==> src/hdl/rau_pkg.sv <==
`default_nettype none

package rau_pkg;

  // Default operand width and fixed field widths.
  localparam int unsigned DEF_OPERAND_WIDTH = 16;
  localparam int unsigned CMD_W             = 3;
  localparam int unsigned ORDER_W           = 2;

  // Operation codes.
  localparam logic [CMD_W-1:0] OP_ADD = CMD_W'(0);
  localparam logic [CMD_W-1:0] OP_SUB = CMD_W'(1);
  localparam logic [CMD_W-1:0] OP_MUL = CMD_W'(2);
  localparam logic [CMD_W-1:0] OP_DIV = CMD_W'(3);
  localparam logic [CMD_W-1:0] OP_CMP = CMD_W'(4);

  // Compare result codes.
  localparam logic [ORDER_W-1:0] ORD_LESS    = ORDER_W'(0);
  localparam logic [ORDER_W-1:0] ORD_EQUAL   = ORDER_W'(1);
  localparam logic [ORDER_W-1:0] ORD_GREATER = ORDER_W'(2);

endpackage

`default_nettype wire

==> src/hdl/rau_if.sv <==
`default_nettype none

// Request channel: opcode and two signed fractions.
interface rau_req_if
  import rau_pkg::*;
#(
  parameter int unsigned OPERAND_WIDTH = DEF_OPERAND_WIDTH
);
  logic                            valid;
  logic                            ready;
  logic [CMD_W-1:0]                cmd;
  logic signed [OPERAND_WIDTH-1:0] left_num;
  logic signed [OPERAND_WIDTH-1:0] left_den;
  logic signed [OPERAND_WIDTH-1:0] right_num;
  logic signed [OPERAND_WIDTH-1:0] right_den;

  modport source (
    output valid, cmd, left_num, left_den, right_num, right_den,
    input  ready
  );
  modport sink (
    input  valid, cmd, left_num, left_den, right_num, right_den,
    output ready
  );
endinterface

// Result channel: reduced fraction, compare order and zero denominator flag.
interface rau_res_if
  import rau_pkg::*;
#(
  parameter int unsigned OPERAND_WIDTH = DEF_OPERAND_WIDTH
);
  logic                              valid;
  logic                              ready;
  logic signed [2*OPERAND_WIDTH:0]   res_num;
  logic        [2*OPERAND_WIDTH-2:0] res_den;
  logic        [ORDER_W-1:0]         order;
  logic                              zero_den;

  modport source (
    output valid, res_num, res_den, order, zero_den,
    input  ready
  );
  modport sink (
    input  valid, res_num, res_den, order, zero_den,
    output ready
  );
endinterface

`default_nettype wire

==> src/hdl/rau_reduce.sv <==
`default_nettype none

// Reduces a pair of nonzero magnitudes by their greatest common divisor.
// Binary gcd strips common factors of two from all four values, then runs
// odd-odd subtract steps; the odd gcd then divides both values, one
// restoring division step per cycle. One subtractor serves both phases.
module rau_reduce
  import rau_pkg::*;
#(
  parameter int unsigned MW = 2 * DEF_OPERAND_WIDTH
) (
  input  wire logic          clk,
  input  wire logic          rst,
  input  wire logic          start,
  input  wire logic [MW-1:0] n_in,
  input  wire logic [MW-1:0] d_in,
  output logic               done,
  output logic [MW-1:0]      q_num,
  output logic [MW-1:0]      q_den
);

  localparam int unsigned   CW   = $clog2(MW);
  localparam logic [CW-1:0] LAST = CW'(MW - 1);

  typedef enum logic [2:0] {
    R_IDLE,
    R_TWOS,
    R_ODD,
    R_DIVN,
    R_DIVD
  } rstate_t;

  rstate_t       state;
  logic [MW-1:0] u;
  logic [MW-1:0] v;
  logic [MW-1:0] n0;
  logic [MW-1:0] d0;
  logic [MW-1:0] dq;
  logic [MW-1:0] rem;
  logic [MW-1:0] qn;
  logic [CW-1:0] cnt;

  logic          u_gt_v;
  logic [MW-1:0] shifted;
  logic [MW-1:0] sub_a;
  logic [MW-1:0] sub_b;
  logic [MW:0]   diff;
  logic          ge;
  logic [MW-1:0] rem_next;
  logic [MW-1:0] dq_next;

  // Shared subtractor: larger minus smaller in the gcd, trial subtract in division.
  always_comb begin
    u_gt_v  = (u > v);
    shifted = {rem[MW-2:0], dq[MW-1]};
    if (state == R_ODD) begin
      sub_a = u_gt_v ? u : v;
      sub_b = u_gt_v ? v : u;
    end else begin
      sub_a = shifted;
      sub_b = u;
    end
    diff     = {1'b0, sub_a} - {1'b0, sub_b};
    ge       = ~diff[MW];
    rem_next = ge ? diff[MW-1:0] : shifted;
    dq_next  = {dq[MW-2:0], ge};
  end

  assign q_num = qn;
  assign q_den = dq;

  // Sequencer for the gcd and the two exact divisions.
  always_ff @(posedge clk) begin
    if (rst) begin
      state <= R_IDLE;
      done  <= 1'b0;
    end else begin
      done <= 1'b0;
      unique case (state)
        R_IDLE: begin
          if (start) begin
            u     <= n_in;
            v     <= d_in;
            n0    <= n_in;
            d0    <= d_in;
            state <= R_TWOS;
          end
        end
        R_TWOS: begin
          if (!u[0] && !v[0]) begin
            u  <= u >> 1;
            v  <= v >> 1;
            n0 <= n0 >> 1;
            d0 <= d0 >> 1;
          end else begin
            state <= R_ODD;
          end
        end
        R_ODD: begin
          if (!u[0]) begin
            u <= u >> 1;
          end else if (!v[0]) begin
            v <= v >> 1;
          end else if (u == v) begin
            dq    <= n0;
            rem   <= '0;
            cnt   <= '0;
            state <= R_DIVN;
          end else if (u_gt_v) begin
            u <= {1'b0, diff[MW-1:1]};
          end else begin
            v <= {1'b0, diff[MW-1:1]};
          end
        end
        R_DIVN: begin
          if (cnt == LAST) begin
            qn    <= dq_next;
            dq    <= d0;
            rem   <= '0;
            cnt   <= '0;
            state <= R_DIVD;
          end else begin
            dq  <= dq_next;
            rem <= rem_next;
            cnt <= cnt + CW'(1);
          end
        end
        R_DIVD: begin
          dq  <= dq_next;
          rem <= rem_next;
          cnt <= cnt + CW'(1);
          if (cnt == LAST) begin
            done  <= 1'b1;
            state <= R_IDLE;
          end
        end
      endcase
    end
  end

endmodule

`default_nettype wire

==> src/hdl/rational_arithmetic_unit_core.sv <==
`default_nettype none

// Channel  Dir  Payload                                      Accepted when
// req      in   cmd, left_num, left_den, right_num, right_den valid && ready
// res      out  res_num, res_den, order, zero_den             valid && ready
//
// Compare and unused opcodes pass from request to result through three multiplier
// passes and the decision states S_PREP and S_DONE. A zero denominator or numerator
// also passes S_SIGN; otherwise S_SIGN starts the reducer, whose gcd and two exact
// divisions finish before the result is loaded.
// Reset is synchronous and returns both sequencers to idle with no result held.
// A finished result waits in the output register; a new request is taken meanwhile.
module rational_arithmetic_unit_core
  import rau_pkg::*;
#(
  parameter int unsigned OPERAND_WIDTH = DEF_OPERAND_WIDTH
) (
  input  wire logic  clk,
  input  wire logic  rst,
  rau_req_if.sink    req,
  rau_res_if.source  res
);

  localparam int unsigned W  = OPERAND_WIDTH;
  localparam int unsigned NW = 2 * W + 1;
  localparam int unsigned DW = 2 * W - 1;
  localparam int unsigned MW = 2 * W;

  typedef enum logic [2:0] {
    S_IDLE,
    S_MUL,
    S_PREP,
    S_SIGN,
    S_REDUCE,
    S_DONE
  } state_t;

  state_t              state;
  logic [1:0]          step;
  logic [CMD_W-1:0]    op;
  logic signed [W:0]   opa;
  logic signed [W:0]   opb;
  logic signed [W:0]   opc;
  logic signed [W:0]   opd;
  logic signed [NW-1:0] p0;
  logic signed [NW-1:0] p1;
  logic signed [NW-1:0] p2;
  logic signed [NW-1:0] num;
  logic                neg;
  logic [MW-1:0]       nmag;
  logic [MW-1:0]       dmag;
  logic                red_start;
  logic                red_done;
  logic [MW-1:0]       red_qn;
  logic [MW-1:0]       red_qd;

  logic signed [NW-1:0] rn;
  logic [DW-1:0]        rd;
  logic [ORDER_W-1:0]   ord;
  logic                 zf;

  logic                 out_valid;
  logic signed [NW-1:0] out_num;
  logic [DW-1:0]        out_den;
  logic [ORDER_W-1:0]   out_ord;
  logic                 out_zf;

  logic signed [W:0]    a_ext;
  logic signed [W:0]    b_ext;
  logic signed [W:0]    c_ext;
  logic signed [W:0]    d_ext;
  logic signed [W:0]    mul_x;
  logic signed [W:0]    mul_y;
  logic signed [2*W+1:0] prod;
  logic signed [NW-1:0] num_sum;
  logic signed [NW-1:0] num_neg;
  logic signed [NW-1:0] den_neg;
  logic [NW-1:0]        q_ext;

  // Sign-extended request operands.
  assign a_ext = {req.left_num[W-1], req.left_num};
  assign b_ext = {req.left_den[W-1], req.left_den};
  assign c_ext = {req.right_num[W-1], req.right_num};
  assign d_ext = {req.right_den[W-1], req.right_den};

  // Operand selection for the shared multiplier, one product per step.
  always_comb begin
    unique case (step)
      2'd0: begin
        mul_x = opa;
        mul_y = (op == OP_MUL) ? opc : opd;
      end
      2'd1: begin
        mul_x = opb;
        mul_y = opc;
      end
      default: begin
        mul_x = opb;
        mul_y = (op == OP_DIV) ? opc : opd;
      end
    endcase
  end

  assign prod = mul_x * mul_y;

  // Raw numerator from the registered products.
  always_comb begin
    case (op)
      OP_ADD:  num_sum = p0 + p1;
      OP_SUB:  num_sum = p0 - p1;
      default: num_sum = p0;
    endcase
  end

  assign num_neg = -num;
  assign den_neg = -p2;
  assign q_ext   = {1'b0, red_qn};

  rau_reduce #(
    .MW (MW)
  ) u_reduce (
    .clk   (clk),
    .rst   (rst),
    .start (red_start),
    .n_in  (nmag),
    .d_in  (dmag),
    .done  (red_done),
    .q_num (red_qn),
    .q_den (red_qd)
  );

  assign req.ready    = (state == S_IDLE);
  assign res.valid    = out_valid;
  assign res.res_num  = out_num;
  assign res.res_den  = out_den;
  assign res.order    = out_ord;
  assign res.zero_den = out_zf;

  // Main sequencer and output register.
  always_ff @(posedge clk) begin
    if (rst) begin
      state     <= S_IDLE;
      out_valid <= 1'b0;
      red_start <= 1'b0;
    end else begin
      red_start <= 1'b0;
      // A taken result leaves unless a new one is loaded in its place below.
      if (out_valid && res.ready && state != S_DONE) begin
        out_valid <= 1'b0;
      end
      unique case (state)
        S_IDLE: begin
          if (req.valid) begin
            op   <= req.cmd;
            step <= 2'd0;
            // Compare brings each operand to a nonnegative denominator.
            if (req.cmd == OP_CMP && req.left_den[W-1]) begin
              opa <= -a_ext;
              opb <= -b_ext;
            end else begin
              opa <= a_ext;
              opb <= b_ext;
            end
            if (req.cmd == OP_CMP && req.right_den[W-1]) begin
              opc <= -c_ext;
              opd <= -d_ext;
            end else begin
              opc <= c_ext;
              opd <= d_ext;
            end
            state <= S_MUL;
          end
        end
        S_MUL: begin
          unique case (step)
            2'd0:    p0 <= prod[NW-1:0];
            2'd1:    p1 <= prod[NW-1:0];
            default: p2 <= prod[NW-1:0];
          endcase
          if (step == 2'd2) begin
            state <= S_PREP;
          end else begin
            step <= step + 2'd1;
          end
        end
        S_PREP: begin
          num <= num_sum;
          rn  <= '0;
          rd  <= '0;
          zf  <= 1'b0;
          if (op == OP_CMP) begin
            if (p0 < p1) begin
              ord <= ORD_LESS;
            end else if (p0 == p1) begin
              ord <= ORD_EQUAL;
            end else begin
              ord <= ORD_GREATER;
            end
            state <= S_DONE;
          end else begin
            ord <= ORD_LESS;
            if (op > OP_DIV) begin
              state <= S_DONE;
            end else begin
              state <= S_SIGN;
            end
          end
        end
        S_SIGN: begin
          // Special cases first, then magnitudes for the reduction.
          if (p2 == '0) begin
            zf    <= 1'b1;
            state <= S_DONE;
          end else if (num == '0) begin
            rd    <= DW'(1);
            state <= S_DONE;
          end else begin
            neg       <= num[NW-1] ^ p2[NW-1];
            nmag      <= num[NW-1] ? num_neg[MW-1:0] : num[MW-1:0];
            dmag      <= p2[NW-1] ? den_neg[MW-1:0] : p2[MW-1:0];
            red_start <= 1'b1;
            state     <= S_REDUCE;
          end
        end
        S_REDUCE: begin
          if (red_done) begin
            rn    <= neg ? NW'(0) - q_ext : q_ext;
            rd    <= red_qd[DW-1:0];
            state <= S_DONE;
          end
        end
        S_DONE: begin
          if (!out_valid || res.ready) begin
            out_num   <= rn;
            out_den   <= rd;
            out_ord   <= ord;
            out_zf    <= zf;
            out_valid <= 1'b1;
            state     <= S_IDLE;
          end
        end
      endcase
    end
  end

endmodule

`default_nettype wire

==> src/flat_wrapper.sv <==
// flat-port wrapper written by rule: the top's interface ports become plain ports
module rational_arithmetic_unit_core_flat import rau_pkg::*;
#(
  parameter int unsigned OPERAND_WIDTH = DEF_OPERAND_WIDTH
)
  (clk, rst, req_valid, req_cmd, req_left_num, req_left_den, req_right_num, req_right_den, req_ready, res_valid, res_res_num, res_res_den, res_order, res_zero_den, res_ready);
  rau_req_if #(.OPERAND_WIDTH(OPERAND_WIDTH)) req_i ();
  rau_res_if #(.OPERAND_WIDTH(OPERAND_WIDTH)) res_i ();
  input  wire logic clk;
  input  wire logic rst;
  input wire logic [$bits(req_i.valid)-1:0] req_valid;
  input wire logic [$bits(req_i.cmd)-1:0] req_cmd;
  input wire logic [$bits(req_i.left_num)-1:0] req_left_num;
  input wire logic [$bits(req_i.left_den)-1:0] req_left_den;
  input wire logic [$bits(req_i.right_num)-1:0] req_right_num;
  input wire logic [$bits(req_i.right_den)-1:0] req_right_den;
  output wire logic [$bits(req_i.ready)-1:0] req_ready;
  output wire logic [$bits(res_i.valid)-1:0] res_valid;
  output wire logic [$bits(res_i.res_num)-1:0] res_res_num;
  output wire logic [$bits(res_i.res_den)-1:0] res_res_den;
  output wire logic [$bits(res_i.order)-1:0] res_order;
  output wire logic [$bits(res_i.zero_den)-1:0] res_zero_den;
  input wire logic [$bits(res_i.ready)-1:0] res_ready;
  assign req_i.valid = req_valid;
  assign req_i.cmd = req_cmd;
  assign req_i.left_num = req_left_num;
  assign req_i.left_den = req_left_den;
  assign req_i.right_num = req_right_num;
  assign req_i.right_den = req_right_den;
  assign req_ready = req_i.ready;
  assign res_valid = res_i.valid;
  assign res_res_num = res_i.res_num;
  assign res_res_den = res_i.res_den;
  assign res_order = res_i.order;
  assign res_zero_den = res_i.zero_den;
  assign res_i.ready = res_ready;
  rational_arithmetic_unit_core #(.OPERAND_WIDTH(OPERAND_WIDTH)) u_core (.clk(clk), .rst(rst), .req(req_i), .res(res_i));
endmodule
==> config.mk <==
export PLATFORM = sky130hd
export DESIGN_NAME = rational_arithmetic_unit_core_flat
export DESIGN_NICKNAME = d
export VERILOG_FILES = /design/src/hdl/rau_pkg.sv /design/src/hdl/rau_if.sv /design/src/hdl/rau_reduce.sv /design/src/hdl/rational_arithmetic_unit_core.sv /design/src/flat_wrapper.sv
export SDC_FILE = /design/constraint.sdc
export NUM_CORES = 2
export LEC_CHECK = 0
export BUFFER_PORTS_ARGS = -buffer_cell sky130_fd_sc_hd__buf_2
export CAP_MARGIN = 15
export CORE_ASPECT_RATIO = 1.4
export CORE_MARGIN = 2
export CORE_UTILIZATION = 40
export CTS_BUF_LIST = sky130_fd_sc_hd__clkbuf_2
export CTS_CLUSTER_DIAMETER = 150
export DETAILED_ROUTE_END_ITERATION = 12
export GPL_TIMING_DRIVEN = 0
export HOLD_SLACK_MARGIN = 0.15
export PLACE_DENSITY_LB_ADDON = 0.3
export REMOVE_ABC_BUFFERS = 1
export SYNTH_ARGS = -nofsm -noshare
export SYNTH_HDL_FRONTEND = slang
export SYNTH_SLANG_ARGS = --single-unit
==> constraint.sdc <==
create_clock -name clk -period 15.55 [get_ports clk]
set_input_delay 3.11 -clock clk [delete_from_list [all_inputs] [get_ports clk]]
set_output_delay 3.11 -clock clk [all_outputs]
set_load 0.02 [all_outputs]
Word level (Yosys, flattened, before mapping)
Cells that the tools add are included.
- output and inout bits: 69
- input bits: 71
- flip-flop bits (word level): 641
- muxes and demuxes: 84
- $lt $le $gt $ge: 3
- add/sub/neg operators: 12
- multipliers: 1
- eq/ne operators: 41
- reduce and logical (&&, ||, !) cells: 46
- bitwise logic cells: 9
- operators with widths (operator ; number):
    2-to-1 mux 32 bit ; 24
    case mux 32 bit (3 select lines) ; 3
    2-to-1 mux 31 bit ; 8
    case mux 31 bit (3 select lines) ; 2
    case mux 33 bit (2 select lines) ; 2
    case mux 32 bit (2 select lines) ; 2
    2-to-1 mux 17 bit ; 7
    negation 16 -> 17 bit ; 4
    zero test 33 bit ; 2
    2-to-1 mux 33 bit ; 2
    negation 32 bit ; 2
    2-to-1 mux 3 bit ; 14
    case mux 17 bit (2 select lines) ; 1
    adder 33 bit ; 1
    == test 33 bit ; 1
    < comparator 33 bit ; 1
    multiplier 17 x 17 -> 33 bit ; 1
    subtractor 1 x 32 -> 33 bit (first input constant) ; 1
    subtractor 32 x 32 -> 33 bit ; 1
    subtractor 33 bit ; 1
    == test 32 bit ; 1
    > comparator 32 bit ; 1
    AND reduction 3 bit ; 8
    AND reduction 7 bit ; 3
    34 further kinds ; 103

Depth between registers and ports, before layout
- depth after elaboration: 9
- depth in mapped cells: 32
- mapped depth without buffers: 31

Modules after synthesis
A second synthesis with hierarchy kept.
- cell total of the unflattened synthesis: 4329
- area, all modules: 45139.5 µm²
- modules (own cells, without submodules) (module ; area each (µm²) ; cells an instance ; seq. area each (µm²) ; instances):
    rational_arithmetic_unit_core ; 31248.7 ; 2918 ; 12231.7 ; 1
    rau_reduce ; 13890.8 ; 1411 ; 6926.6 ; 1

Worst setup path after synthesis
OpenSTA, ideal clock, no wires.
- path kind: input-to-reg
- start point: in rst
- end point: reg u_core.dmag[0] (enable)
- path slack: 4783 ps
- buffers on the path: 1
- stages on the path: 2
- arrival: 10096 ps
- cells stage by stage: clkbuf_1 > nor4b_1
- word-level cells in the longest chain between the ends: 2
- ends and longest elaborated chain (item ; line ; source):
    start, declared ; flat_wrapper.sv:10 ; input wire logic rst;
    inverter 1 bit (no line) ; - ;
    AND reduction 4 bit (no line) ; - ;
    end signal, assigned ; rational_arithmetic_unit_core.sv:220 ; dmag <= p2[NW-1] ? den_neg[MW-1:0] : p2[MW-1:0];
    end, declared ; rational_arithmetic_unit_core.sv:51 ; logic [MW-1:0] dmag;
Every way passes these cells.
A chain may end at the register's enable or synchronous reset.

Worst setup path in the final report
- start point: reg u_core.op[0]
- end point: reg u_core.p2[32] (data pin)
- word-level cells in the longest chain between the ends: 4
- ends and longest elaborated chain (item ; line ; source):
    start, declared ; rational_arithmetic_unit_core.sv:40 ; logic [CMD_W-1:0] op;
    start signal, assigned ; rational_arithmetic_unit_core.sv:154 ; op <= req.cmd;
    == test 3 x 2 -> 1 bit, on equally long branches ; rational_arithmetic_unit_core.sv:99, rational_arithmetic_unit_core.sv:91 ;
    2-to-1 mux 17 bit, on equally long branches ; rational_arithmetic_unit_core.sv:99, rational_arithmetic_unit_core.sv:91 ;
    case mux 17 bit (2 select lines) * ; rational_arithmetic_unit_core.sv:88 ; unique case (step)
    multiplier 17 x 17 -> 33 bit * ; rational_arithmetic_unit_core.sv:104 ; assign prod = mul_x * mul_y;
    via u_core.prod[32] ; rational_arithmetic_unit_core.sv:74 ; logic signed [2*W+1:0] prod;
    end signal, assigned ; rational_arithmetic_unit_core.sv:178 ; default: p2 <= prod[NW-1:0];
    end, declared ; rational_arithmetic_unit_core.sv:47 ; logic signed [NW-1:0] p2;
The timed path passes the listed nets; every way through them passes the cells marked *.

==> reports/metrics.yaml <==
status: "finished, final reports clean"
fp.dieH_um: 399
drive_gt1_frac: 0.118
tightest_slew_ns: 1.29
fin_util: 0.444
reg2reg_slack_ns: 4.79
htree_levels: 4
drtIter0Drc: 2095
max_freq_mhz: 92.9
synthToLayoutAreaGrowth_pct: 10.6
ys_seq_area_frac: 0.429
cts_made_buffers: 157
setup_viol: 0
synthFlopType: "edfxtp_1"
dp_slack_ns: 4.81
antenna_found_initial: 4
coreArea_mm2: 0.111
final.min_clock_period_ns: 10.76
wire_per_inst_um: 18.1
dp_hpwl_um: 87100
num_rows: 145
crit_path_max_fanout: 25
grtUsageTotal: 0.195
cts_root_buffer: "clkbuf_2"
die_x_um: 286
cp.arrival_ns: 11.93
crit_slowest_cell: "nor3b_2"
worstSetupEndpointType: "flop"
worstSetupStartpointType: "flop"
hold_ws_ns: 0.357
crit_type: "flop to flop"
drc_errors: 0
nets: 5077
clk_pin_slew_ns: 0.10
wirelength_um: 110000
min_path_cells: 0
hold_viol: 0
start_util: 0.402
viasPerCell: 5.24
fillers: 10600
ff_latch_area_mm2: 0.0192
min_path_type: "flop to flop"
slew_headroom: 0.112
final_cells: 6074
cts_sinks: 641
synth_cells: 4272
min_delay_worst_endpoint: "u_core.res.order[1]"
netlist_area_mm2: 0.0447
synth_area_per_cell_um2: 10.5
required_ns: 16.72
grt_overflow: 0
ant_nets: 0
synth_edf_count: 632
r2r_start: "u_core.op[0]"
grt_start_max_net_pins: 72
yosys_register_bits: 641
grt_pass1_wl_um: 175000
cts_setup_buffers: 0
fp.dieArea_mm2: 0.114
ioPinCount: 140
drv_slew: 0
firstDrtPassIters: 8
hold_buffers: 0
r2r_cells: 28
cp_slowest_stage_delay_ns: 1.00
clk_latency_ns: 1.52
place_congestion: 0.930
place_inst: 5796
crit_top_cell: "fa_1"
clockBufferDepth: 3
finalWorstSetupSlack_ns: 4.79
multi_input_area_mm2: 0.0231
async_flop_share: 0
ys_types: 79
skew_ns: 0.121
grt_pass1_vias: 32900
hp-start: "u_core.ord[1]"
r2r-end: "u_core.p2[32]"
tritoncts: "yes"
cts_resized: 0
portBuffers: 139
yosysWarnings: 0
rsz0062_at_grt: "false"
fin_crit_sh: 0.692
num_vias: 31900
cap_violations: 0
-- sequential cells by signal (all words and copies together) (netlist names), 33 cells and up --
| register | flops |
|---|---|
| u_core.p2 | 33 |
| u_core.rn | 33 |
| u_core.p1 | 33 |
| u_core.p0 | 33 |
| u_core.num | 33 |
| u_core.res.res_num | 33 |
-- through the flow --
step	instance area, um^2	TNS [ns]
2_1_floorplan	44000	0
3_3_place_gp	46600	-3.19
3_5_place_dp	47900	0
4_1_cts	49300	0
5_1_grt	49400	0
6_report	49400	0
-- how the worst max path moves through the flow --
| stage | slack (ns) | from | depth (start not counted) | end |
|---|---|---|---|---|
| 2_1_floorplan | 5.08 | rst | 1 | u_core.dmag[0] |
| 4_1_cts | 4.71 | u_core.op[0] | 28 | u_core.p2[32] |
| 6_report | 4.79 | u_core.op[0] | 28 | u_core.p2[32] |
| 5_1_grt | 4.12 | u_core.op[0] | 27 | u_core.p2[32] |
| 3_3_place_gp | -0.83 | u_core.u_reduce.state[1] | 15 | u_core.u_reduce.rem[29] |
| 3_5_place_dp | 4.81 | u_core.op[0] | 28 | u_core.p2[32] |
-- critical path, delay by kind of cell (launching register included) --
| kind | cells | cell delay, ns |
|---|---|---|
| AO/OA/AOI/OAI | 7 | 2.36 |
| XOR/XNOR | 1 | 0.36 |
| adder cells (fa/ha/maj) | 7 | 3.53 |
| buffers and inverters | 6 | 1.38 |
| flip-flops | 1 | 0.60 |
| AND/OR/NAND/NOR | 7 | 2.23 |
-- final cells by class --
| cell class | instances | share of cell area |
|---|---|---|
| clock inverter | 70 | 0.00876 |
| timing repair buffer | 219 | 0.0371 |
| antenna | 8 | 0.000405 |
| multi-input combinational | 2934 | 0.468 |
| tap | 1470 | 0.0372 |
| inverter | 534 | 0.0406 |
| sequential | 641 | 0.388 |
| clock buffer | 198 | 0.0201 |
-- cells by family after synthesis --
group                      synth area share
AOI/OAI and AO/OA                     0.115
muxes                                0.0259
and+or+nand+nor                       0.130
DFF                                   0.429
xor gates and xnor gates             0.0469
adders and majority gates             0.195
buffers and inverters                0.0587
-- synth_stat cells (all sizes together), types with 9 or more instances --
master	n	share of area
and2	26	0.0036
or3	31	0.0046
a211oi	21	0.0035
dfxtp	9	0.0040
o31ai	56	0.0094
or2	22	0.0031
nor3b	9	0.0016
a22oi	51	0.0086
nand2	540	0.045
nor2b	32	0.0045
and3	47	0.0066
a21oi	156	0.017
nand3	39	0.0044
o21bai	15	0.0025
mux2i	83	0.019
nor3	44	0.0049
clkbuf	154	0.013
o21ai	182	0.020
inv	532	0.045
nand4	17	0.0024
nor2	381	0.032
a31oi	45	0.0063
xor2	74	0.015
edfxtp	632	0.42
nor4	25	0.0038
ha	226	0.063
or4	18	0.0031
fa	293	0.13
a21boi	9	0.0015
o21a	26	0.0044
a222oi	52	0.012
nand2b	44	0.0062
a221oi	10	0.0020
xnor2	165	0.032
o41ai	21	0.0041
buf	9	0.00090
o211ai	13	0.0022
a21o	50	0.0084
mux2	29	0.0073
-- layout by cell type, fill, tap and decap left out, drive strengths merged, types with 15 or more instances in the layout --
master and count:
nor4 25, or3 31, nor2b 32, buf 219
nor3 44, a222oi 52, inv 537, nand3 39
a21oi 156, or4 18, clkinv 58, clkbuf 198
nor2 381, ha 226, o21a 26, o21ai 182
nand4 17, mux2i 83, or2 22, a211oi 21
and2 26, fa 293, a21o 50, nand2b 44
mux2 29, nand2 540, o41ai 21, xor2 74
and3 47, o21bai 15, o31ai 56, edfxtp 632
a22oi 51, a31oi 45, xnor2 165
-- per-layer routing --
layer,routed length [um],global-route usage,vias up
met5,16,0,-
met4,4800,0.0959,2
met3,4840,0.0297,227
met2,58500,0.366,864
met1,41700,0.213,15400
li1,-,-,15300
Power is not shown: default switching activity piles up to over one toggle a cycle in this logic, so the estimate is an artifact.
